$ cat src/rtl/rbd_pkg.sv
// ----------------------------------------------------------------------------
// rbd_pkg
// Types and constants shared by the ring buffer deque files.
// ----------------------------------------------------------------------------
package rbd_pkg;

  localparam int DATA_W = 32;
  localparam int KIND_W = 3;
  localparam int CAP_W  = 7;

  // Operation codes carried in the kind field.
  localparam logic [KIND_W-1:0] KIND_PUSH_FRONT = 3'd0;
  localparam logic [KIND_W-1:0] KIND_PUSH_BACK  = 3'd1;
  localparam logic [KIND_W-1:0] KIND_POP_FRONT  = 3'd2;
  localparam logic [KIND_W-1:0] KIND_POP_BACK   = 3'd3;
  localparam logic [KIND_W-1:0] KIND_QUERY      = 3'd4;

  localparam logic [CAP_W-1:0]         CAP_RESET   = 7'd64;
  localparam logic [CAP_W-1:0]         CAP_REG_MAX = 7'd127;
  localparam logic signed [DATA_W-1:0] VALUE_EMPTY = -32'sd1;

  typedef struct packed {
    logic [KIND_W-1:0]        kind;
    logic signed [DATA_W-1:0] data_value;
  } in_t;

  typedef struct packed {
    logic                     accepted;
    logic signed [DATA_W-1:0] front_value;
    logic signed [DATA_W-1:0] rear_value;
    logic                     is_empty;
    logic                     is_full;
  } out_t;

endpackage

$ cat src/rtl/rbd_store.sv
// ----------------------------------------------------------------------------
// rbd_store
// Slot memory: one write port and two registered read ports (front, rear).
// ----------------------------------------------------------------------------
module rbd_store #(
  parameter int DEPTH = 64,
  parameter int AW    = 6
) (
  input  logic                      clk,
  input  logic                      wr_en,
  input  logic [AW-1:0]             wr_addr,
  input  logic [rbd_pkg::DATA_W-1:0] wr_data,
  input  logic                      rd_en,
  input  logic [AW-1:0]             rd_addr_front,
  input  logic [AW-1:0]             rd_addr_rear,
  output logic [rbd_pkg::DATA_W-1:0] rd_front_r,
  output logic [rbd_pkg::DATA_W-1:0] rd_rear_r
);

  logic [rbd_pkg::DATA_W-1:0] mem [DEPTH];

  always_ff @(posedge clk) begin
    if (wr_en) begin
      mem[wr_addr] <= wr_data;
    end
  end

  always_ff @(posedge clk) begin
    if (rd_en) begin
      rd_front_r <= mem[rd_addr_front];
      rd_rear_r  <= mem[rd_addr_rear];
    end
  end

endmodule

$ cat src/rtl/ring_buffer_deque.sv
// ----------------------------------------------------------------------------
// ring_buffer_deque
// Double-ended queue kept in a ring of slots with a configurable capacity.
// An accepted input beat updates the pointers, then the slot memory is read
// (registered) in READ and the result beat is loaded in SEND, which stalls
// while out_ready holds back a pending result; no new input is taken until IDLE.
// Reset (rst_n, synchronous, active low): pointers and count clear, capacity
// returns to 64; the slot memory is not cleared.
// ----------------------------------------------------------------------------
module ring_buffer_deque #(
  parameter int DEPTH = 64
) (
  input  logic                      clk,
  input  logic                      rst_n,
  input  logic                      in_valid,
  output logic                      in_ready,
  input  rbd_pkg::in_t              in_data,
  output logic                      out_valid,
  input  logic                      out_ready,
  output rbd_pkg::out_t             out_data,
  input  logic                      cfg_valid,
  output logic                      cfg_ready,
  input  logic [rbd_pkg::CAP_W-1:0] cfg_data
);

  localparam int LIM = (DEPTH < 127) ? DEPTH : 127;
  localparam int AW  = (DEPTH > 1) ? $clog2(DEPTH) : 1;
  localparam int CW  = $clog2(LIM + 1);
  localparam int XW  = ((AW > rbd_pkg::CAP_W) ? AW : rbd_pkg::CAP_W) + 1;

  localparam logic [1:0] ST_IDLE = 2'd0;
  localparam logic [1:0] ST_READ = 2'd1;
  localparam logic [1:0] ST_SEND = 2'd2;

  function automatic logic [AW-1:0] step_down(input logic [AW-1:0] idx,
                                              input logic [XW-1:0] cap);
    logic [XW-1:0] ix;
    ix = XW'(idx);
    if (ix == '0 || ix >= cap) begin
      return AW'(cap - XW'(1));
    end
    return AW'(ix - XW'(1));
  endfunction

  function automatic logic [AW-1:0] step_up(input logic [AW-1:0] idx,
                                            input logic [XW-1:0] cap);
    logic [XW-1:0] ix;
    ix = XW'(idx) + XW'(1);
    if (ix >= cap) begin
      return '0;
    end
    return AW'(ix);
  endfunction

  logic [1:0]                state_r, state_nxt;
  logic [rbd_pkg::CAP_W-1:0] cap_r, cap_nxt;
  logic [AW-1:0]             head_r, head_nxt;
  logic [AW-1:0]             tail_r, tail_nxt;
  logic [CW-1:0]             count_r, count_nxt;
  logic                      ok_r, ok_nxt;
  logic                      out_valid_r, out_valid_nxt;
  rbd_pkg::out_t             out_r, out_nxt;

  logic [XW-1:0]              cap_x;
  logic                       in_fire;
  logic                       full_now, empty_now;
  logic                       wr_en;
  logic [AW-1:0]              wr_addr;
  logic                       rd_en;
  logic [AW-1:0]              rd_addr_rear;
  logic [rbd_pkg::DATA_W-1:0] rd_front, rd_rear;
  logic                       load_out;

  // Effective capacity: register value clamped to 1..LIM.
  always_comb begin
    if (cap_r == '0) begin
      cap_x = XW'(1);
    end else if (XW'(cap_r) > XW'(LIM)) begin
      cap_x = XW'(LIM);
    end else begin
      cap_x = XW'(cap_r);
    end
  end

  assign in_ready  = (state_r == ST_IDLE);
  assign cfg_ready = 1'b1;
  assign in_fire   = in_valid && in_ready;
  assign full_now  = XW'(count_r) >= cap_x;
  assign empty_now = (count_r == '0);

  always_comb begin
    head_nxt  = head_r;
    tail_nxt  = tail_r;
    count_nxt = count_r;
    cap_nxt   = cap_r;
    ok_nxt    = ok_r;
    wr_en     = 1'b0;
    wr_addr   = tail_r;
    if (cfg_valid) begin
      cap_nxt   = cfg_data;
      head_nxt  = '0;
      tail_nxt  = '0;
      count_nxt = '0;
    end else if (in_fire) begin
      ok_nxt = 1'b0;
      unique case (in_data.kind)
        rbd_pkg::KIND_PUSH_FRONT: begin
          if (!full_now) begin
            head_nxt  = step_down(head_r, cap_x);
            wr_en     = 1'b1;
            wr_addr   = head_nxt;
            count_nxt = CW'(count_r + 1'b1);
            ok_nxt    = 1'b1;
          end
        end
        rbd_pkg::KIND_PUSH_BACK: begin
          if (!full_now) begin
            wr_en     = 1'b1;
            wr_addr   = tail_r;
            tail_nxt  = step_up(tail_r, cap_x);
            count_nxt = CW'(count_r + 1'b1);
            ok_nxt    = 1'b1;
          end
        end
        rbd_pkg::KIND_POP_FRONT: begin
          if (!empty_now) begin
            head_nxt  = step_up(head_r, cap_x);
            count_nxt = CW'(count_r - 1'b1);
            ok_nxt    = 1'b1;
          end
        end
        rbd_pkg::KIND_POP_BACK: begin
          if (!empty_now) begin
            tail_nxt  = step_down(tail_r, cap_x);
            count_nxt = CW'(count_r - 1'b1);
            ok_nxt    = 1'b1;
          end
        end
        rbd_pkg::KIND_QUERY: begin
          ok_nxt = 1'b1;
        end
        default: begin
          ok_nxt = 1'b0;
        end
      endcase
    end
  end

  // The read is issued in the cycle after the pointer update, so the write of a
  // push has already landed in the memory when its slot is read back.
  assign rd_en        = (state_r == ST_READ);
  assign rd_addr_rear = step_down(tail_r, cap_x);
  assign load_out     = (state_r == ST_SEND) && (!out_valid_r || out_ready);

  always_comb begin
    out_nxt.accepted    = ok_r;
    out_nxt.is_empty    = empty_now;
    out_nxt.is_full     = full_now;
    out_nxt.front_value = empty_now ? rbd_pkg::VALUE_EMPTY : $signed(rd_front);
    out_nxt.rear_value  = empty_now ? rbd_pkg::VALUE_EMPTY : $signed(rd_rear);
  end

  always_comb begin
    state_nxt     = state_r;
    out_valid_nxt = out_valid_r;
    if (out_valid_r && out_ready) begin
      out_valid_nxt = 1'b0;
    end
    unique case (state_r)
      ST_IDLE: begin
        if (in_fire) begin
          state_nxt = ST_READ;
        end
      end
      ST_READ: begin
        state_nxt = ST_SEND;
      end
      ST_SEND: begin
        if (load_out) begin
          state_nxt     = ST_IDLE;
          out_valid_nxt = 1'b1;
        end
      end
      default: begin
        state_nxt = ST_IDLE;
      end
    endcase
  end

  always_ff @(posedge clk) begin
    if (!rst_n) begin
      state_r     <= ST_IDLE;
      cap_r       <= rbd_pkg::CAP_RESET;
      head_r      <= '0;
      tail_r      <= '0;
      count_r     <= '0;
      ok_r        <= 1'b0;
      out_valid_r <= 1'b0;
    end else begin
      state_r     <= state_nxt;
      cap_r       <= cap_nxt;
      head_r      <= head_nxt;
      tail_r      <= tail_nxt;
      count_r     <= count_nxt;
      ok_r        <= ok_nxt;
      out_valid_r <= out_valid_nxt;
    end
  end

  always_ff @(posedge clk) begin
    if (load_out) begin
      out_r <= out_nxt;
    end
  end

  assign out_valid = out_valid_r;
  assign out_data  = out_r;

  rbd_store #(
    .DEPTH(DEPTH),
    .AW   (AW)
  ) u_store (
    .clk          (clk),
    .wr_en        (wr_en),
    .wr_addr      (wr_addr),
    .wr_data      (in_data.data_value),
    .rd_en        (rd_en),
    .rd_addr_front(head_r),
    .rd_addr_rear (rd_addr_rear),
    .rd_front_r   (rd_front),
    .rd_rear_r    (rd_rear)
  );

endmodule

$ cat config.mk
export PLATFORM = sky130hd
export DESIGN_NAME = ring_buffer_deque
export DESIGN_NICKNAME = d
export VERILOG_FILES = /design/src/rtl/rbd_pkg.sv /design/src/rtl/rbd_store.sv /design/src/rtl/ring_buffer_deque.sv
export SDC_FILE = /design/constraint.sdc
export NUM_CORES = 2
export LEC_CHECK = 0
export BUFFER_PORTS_ARGS = -buffer_cell sky130_fd_sc_hd__buf_2
export CELL_PAD_IN_SITES_DETAIL_PLACEMENT = 1
export CELL_PAD_IN_SITES_GLOBAL_PLACEMENT = 2
export CORE_MARGIN = 2
export CORE_UTILIZATION = 48
export DETAILED_ROUTE_END_ITERATION = 7
export GPL_ROUTABILITY_DRIVEN = 0
export HOLD_SLACK_MARGIN = 0.06
export MAX_ROUTING_LAYER = met4
export PLACE_DENSITY = 0.8
export SLEW_MARGIN = 40
export SYNTH_ARGS = -nofsm -noshare
export SYNTH_HDL_FRONTEND = slang
export SYNTH_SLANG_ARGS = --single-unit
$ cat constraint.sdc
create_clock -name clk -period 5.7 [get_ports clk]
set_input_delay 0.57 -clock clk [delete_from_list [all_inputs] [get_ports clk]]
set_output_delay 0.57 -clock clk [all_outputs]
set_load 0.05 [all_outputs]
==> flow_summary.json <==
{
  "outcome": "finished, final reports clean",
  "vias_per_cell": 7.36,
  "synth_simple_gate_area_frac": 0.0611,
  "synthDistinctLibCells": 87,
  "min_path_type": "primary input to register",
  "setup_viol": 0,
  "clk-insertion-delay-late_ps": 900,
  "cts_setup_buffers": 0,
  "power.density_nw_per_um2": 298,
  "final_cell_mix": "edfxtp_1 (2,179), mux4_2 (858), nand2_1 (626)",
  "io_buffers": 115,
  "fp.coreArea_um2": 224000,
  "die_area_um2": 229000,
  "fin_crit_ps": 5270,
  "ys_ff_latch": 2209,
  "intPower_mw": 27.4,
  "die_width_um": 478,
  "timing.critical_path.required_ps": 6340,
  "crit_path_max_incr_delay_ps": 710,
  "r2r_end": "u_store.rd_rear_r[7]$_DFFE_PN_",
  "synth_compound_area_frac": 0.0873,
  "worst_slack_ps": 431,
  "crit_type": "register to register",
  "ant_nets": 0,
  "drive_above_1_share": 0.251,
  "power_frac_seq": 0.494,
  "switching_share": 0.247,
  "synth_top_flop_cell": "edfxtp_1",
  "drv_cap": 0,
  "final.period_utilization": 0.924,
  "relSlewSlack": 0.364,
  "cts_hold_buf": 18,
  "worst_ir_drop_vdd_v": 0.000361,
  "synth_top_family_by_area": "multiplexers",
  "grt_max_degree": 164,
  "cts_buffer_depth": 3,
  "wl_um": 408000,
  "synth_edf_count": 2179,
  "final_common_cell": "edfxtp_1",
  "min_from": "in_data[33]",
  "switchingPower_mw": 9.01,
  "grtUsageTotal": 0.363,
  "leakage_nw": 38.9,
  "dp_slack_ps": 550,
  "post_cts_resized": 0,
  "crit_path_max_fanout": 42,
  "setup_tns_ps": 0,
  "rrSetupSlack_ps": 430,
  "cts.sinks": 2209,
  "grt_pass1_vias": 75000,
  "synthAdderAreaFrac": 0.00540,
  "grt-ovfl-total": 0,
  "holdPathEnd": "ok_r$_SDFFE_PN0P_",
  "rr_startpoint": "cap_r[3]$_SDFFE_PN0P_",
  "fmax_mhz": 190,
  "wire_per_inst_um": 40.1,
  "r2r_cells": 16,
  "post-route-drc-count": 0,
  "die_h_um": 478,
  "p_clk_frac": 0.409,
  "netlist_instances": 6849,
  "finalHoldViolations": 0,
  "dp_hpwl_um": 234000,
  "path_cells": "nor2_1 > a21oi_1 > nor2_4 > ha_1 > nand2b_1 > a211o_1 > a21oi_4 > a21boi_4 > nor2_8 > buf_12 > buf_12 > mux2i_1 > o22ai_1 > o21ai_0 > nand4_1 > buf_4",
  "antenna_found_initial": 55,
  "crit_slowest_cell": "o21ai_0",
  "rsz0062_at_grt": "false",
  "fin_nets": 7040,
  "drt-initial-drc-count": 11900,
  "detailroute.via_count": 75000,
  "skew_ps": 39.5,
  "cp-start-kind": "register",
  "combPwrFrac": 0.097,
  "tritoncts": "built",
  "crit_top_cell": "buf_12",
  "netlist_area_um2": 108000,
  "area_growth_pct": 13.0,
  "start_util": 0.482,
  "clkSlewWorstSetupHoldPaths_ps": 70,
  "ios": 117,
  "crit_path_end_kind": "register",
  "firstDrtPassIters": 6,
  "clockRootBuffer": "clkbuf_16",
  "htree_levels": 4,
  "hold_depth": 4,
  "synth_mux_area_frac": 0.207,
  "synth_nets": 6942,
  "yosysWarnings": 0,
  "maxSlewViolCount": 0,
  "postSynthAreaPerCell_um2": 15.8,
  "arrival_ps": 5910,
  "synthArstFlopShare": 0,
  "num_rows": 174,
  "fill_cells": 20600,
  "worst_pin_slew_ps": 954,
  "synth-xor-area-share": 0.00219,
  "yosysSeqAreaShare": 0.611,
  "cts_buffers": 231,
  "grt_pass1_wl_um": 574000
}
## flip-flops by register name, summed over array words and instances (netlist names)
name                cells
cap_r                   7
count_r                 7
head_r                  6
ok_r                    1
out_data               67
out_valid               1
state_r                 2
tail_r                  6
u_store.mem          2048
u_store.rd_front_r     32
u_store.rd_rear_r      32
## kinds of logic after synthesis
group	after synthesis
flip-flops	2209
AO/OA/AOI/OAI	1421
AND/OR/NAND/NOR	1365
multiplexers	1155
buffers and inverters	625
adder cells (fa/ha/maj)	46
XOR/XNOR	27
other	1
## area by class of cell
cell class / instances / area, um2 / area share
Antenna cell: 50 / 125 / 0.00102
Multi-Input combinational cell: 4015 / 40000 / 0.327
Sequential cell: 2209 / 66100 / 0.541
Tap cell: 2992 / 3740 / 0.0307
Timing Repair Buffer: 477 / 4870 / 0.0399
Clock buffer: 284 / 6040 / 0.0495
Clock inverter: 139 / 1240 / 0.0102
Inverter: 13 / 53.8 / 0.000441
## metrics by stage
stage | utilization | hold slack [ps] | cell area [um2] | power [mW] | cells
2_1_floorplan | - | 408 | 108000 | 20.2 | 6849
3_3_place_gp | 0.509 | 418 | 114000 | 21.6 | 9676
3_5_place_dp | 0.510 | 431 | 114000 | 21.7 | 9682
4_1_cts | 0.543 | 136 | 122000 | 36.4 | 10100
5_1_grt | 0.544 | 237 | 122000 | 37.2 | 10200
6_report | 0.545 | 185 | 122000 | 36.4 | 10200
## worst max-delay path by stage
| stage | startpoint | end |
|---|---|---|
| global placement | cap_r[4]$_SDFFE_PN0P_ | u_store.rd_rear_r[31]$_DFFE_PN_ |
| finish | cap_r[3]$_SDFFE_PN0P_ | u_store.rd_rear_r[7]$_DFFE_PN_ |
| floorplan | head_r[0]$_SDFFE_PP0P_ | u_store.mem[0][0]$_DFFE_PP_ |
| global route | cap_r[4]$_SDFFE_PN0P_ | u_store.rd_rear_r[6]$_DFFE_PN_ |
| detailed placement | cap_r[3]$_SDFFE_PN0P_ | u_store.mem[8][16]$_DFFE_PP_ |
| CTS | cap_r[3]$_SDFFE_PN0P_ | u_store.mem[11][28]$_DFFE_PP_ |
## layer usage
layer / vias up / share of wire / global-route usage
met1: 39900 / 0.37 / 0.482
li1: 28500 / - / -
met5: - / 0 / -
met4: 0 / 0.048 / 0.155
met2: 5431 / 0.46 / 0.534
met3: 1091 / 0.12 / 0.0900
## critical path: cells and delay by family, from the launching register on
| family | cells | cell delay [ps] |
|---|---|---|
| and+or+nand+nor | 5 | 1240 |
| buffers and inverters | 3 | 840 |
| adders and majority gates | 1 | 250 |
| AOI/OAI and AO/OA | 6 | 2030 |
| DFF | 1 | 370 |
| muxes | 1 | 250 |
## Yosys cell counts (10+ instances only)
cell type  instances  area (um2)
nand2_1          629        2360
ha_1              45         563
clkbuf_1         311        1170
o41ai_1           31         272
nand2b_1         270        1690
edfxtp_1        2179       65400
buf_6             16         180
nand3_1          203        1020
nand4_1           30         188
a21oi_1          264        1320
nor3_1            10        50.1
buf_1            107         402
o211a_1           25         250
mux2i_1          268        2680
mux2_2            29         327
a21o_1            28         210
buf_4             47         353
nor2_1           111         417
and4_1            34         298
and3_1            13        81.3
a2111oi_0         32         280
xnor2_1           19         166
o22ai_1          256        1600
mux4_2           858       19300
nor2b_1           16         100
a211oi_1         204        1530
buf_2            131         656
dfxtp_1           30         601
o21ai_0          256        1280
a22oi_1          130         976
a311oi_1         102         893
o2111ai_1         31         272
## power by group through the flow
stage               clock network [mW]  logic (mW)  registers [mW]
global placement                     0        3.31            18.3
global route                      15.6        3.64            18.0
finish                            14.9        3.52            18.0
CTS                               15.0        3.42            18.0
detailed placement                   0        3.39            18.3
floorplan                            0        1.83            18.3
Note: power is estimated with default switching activity, not from simulation.
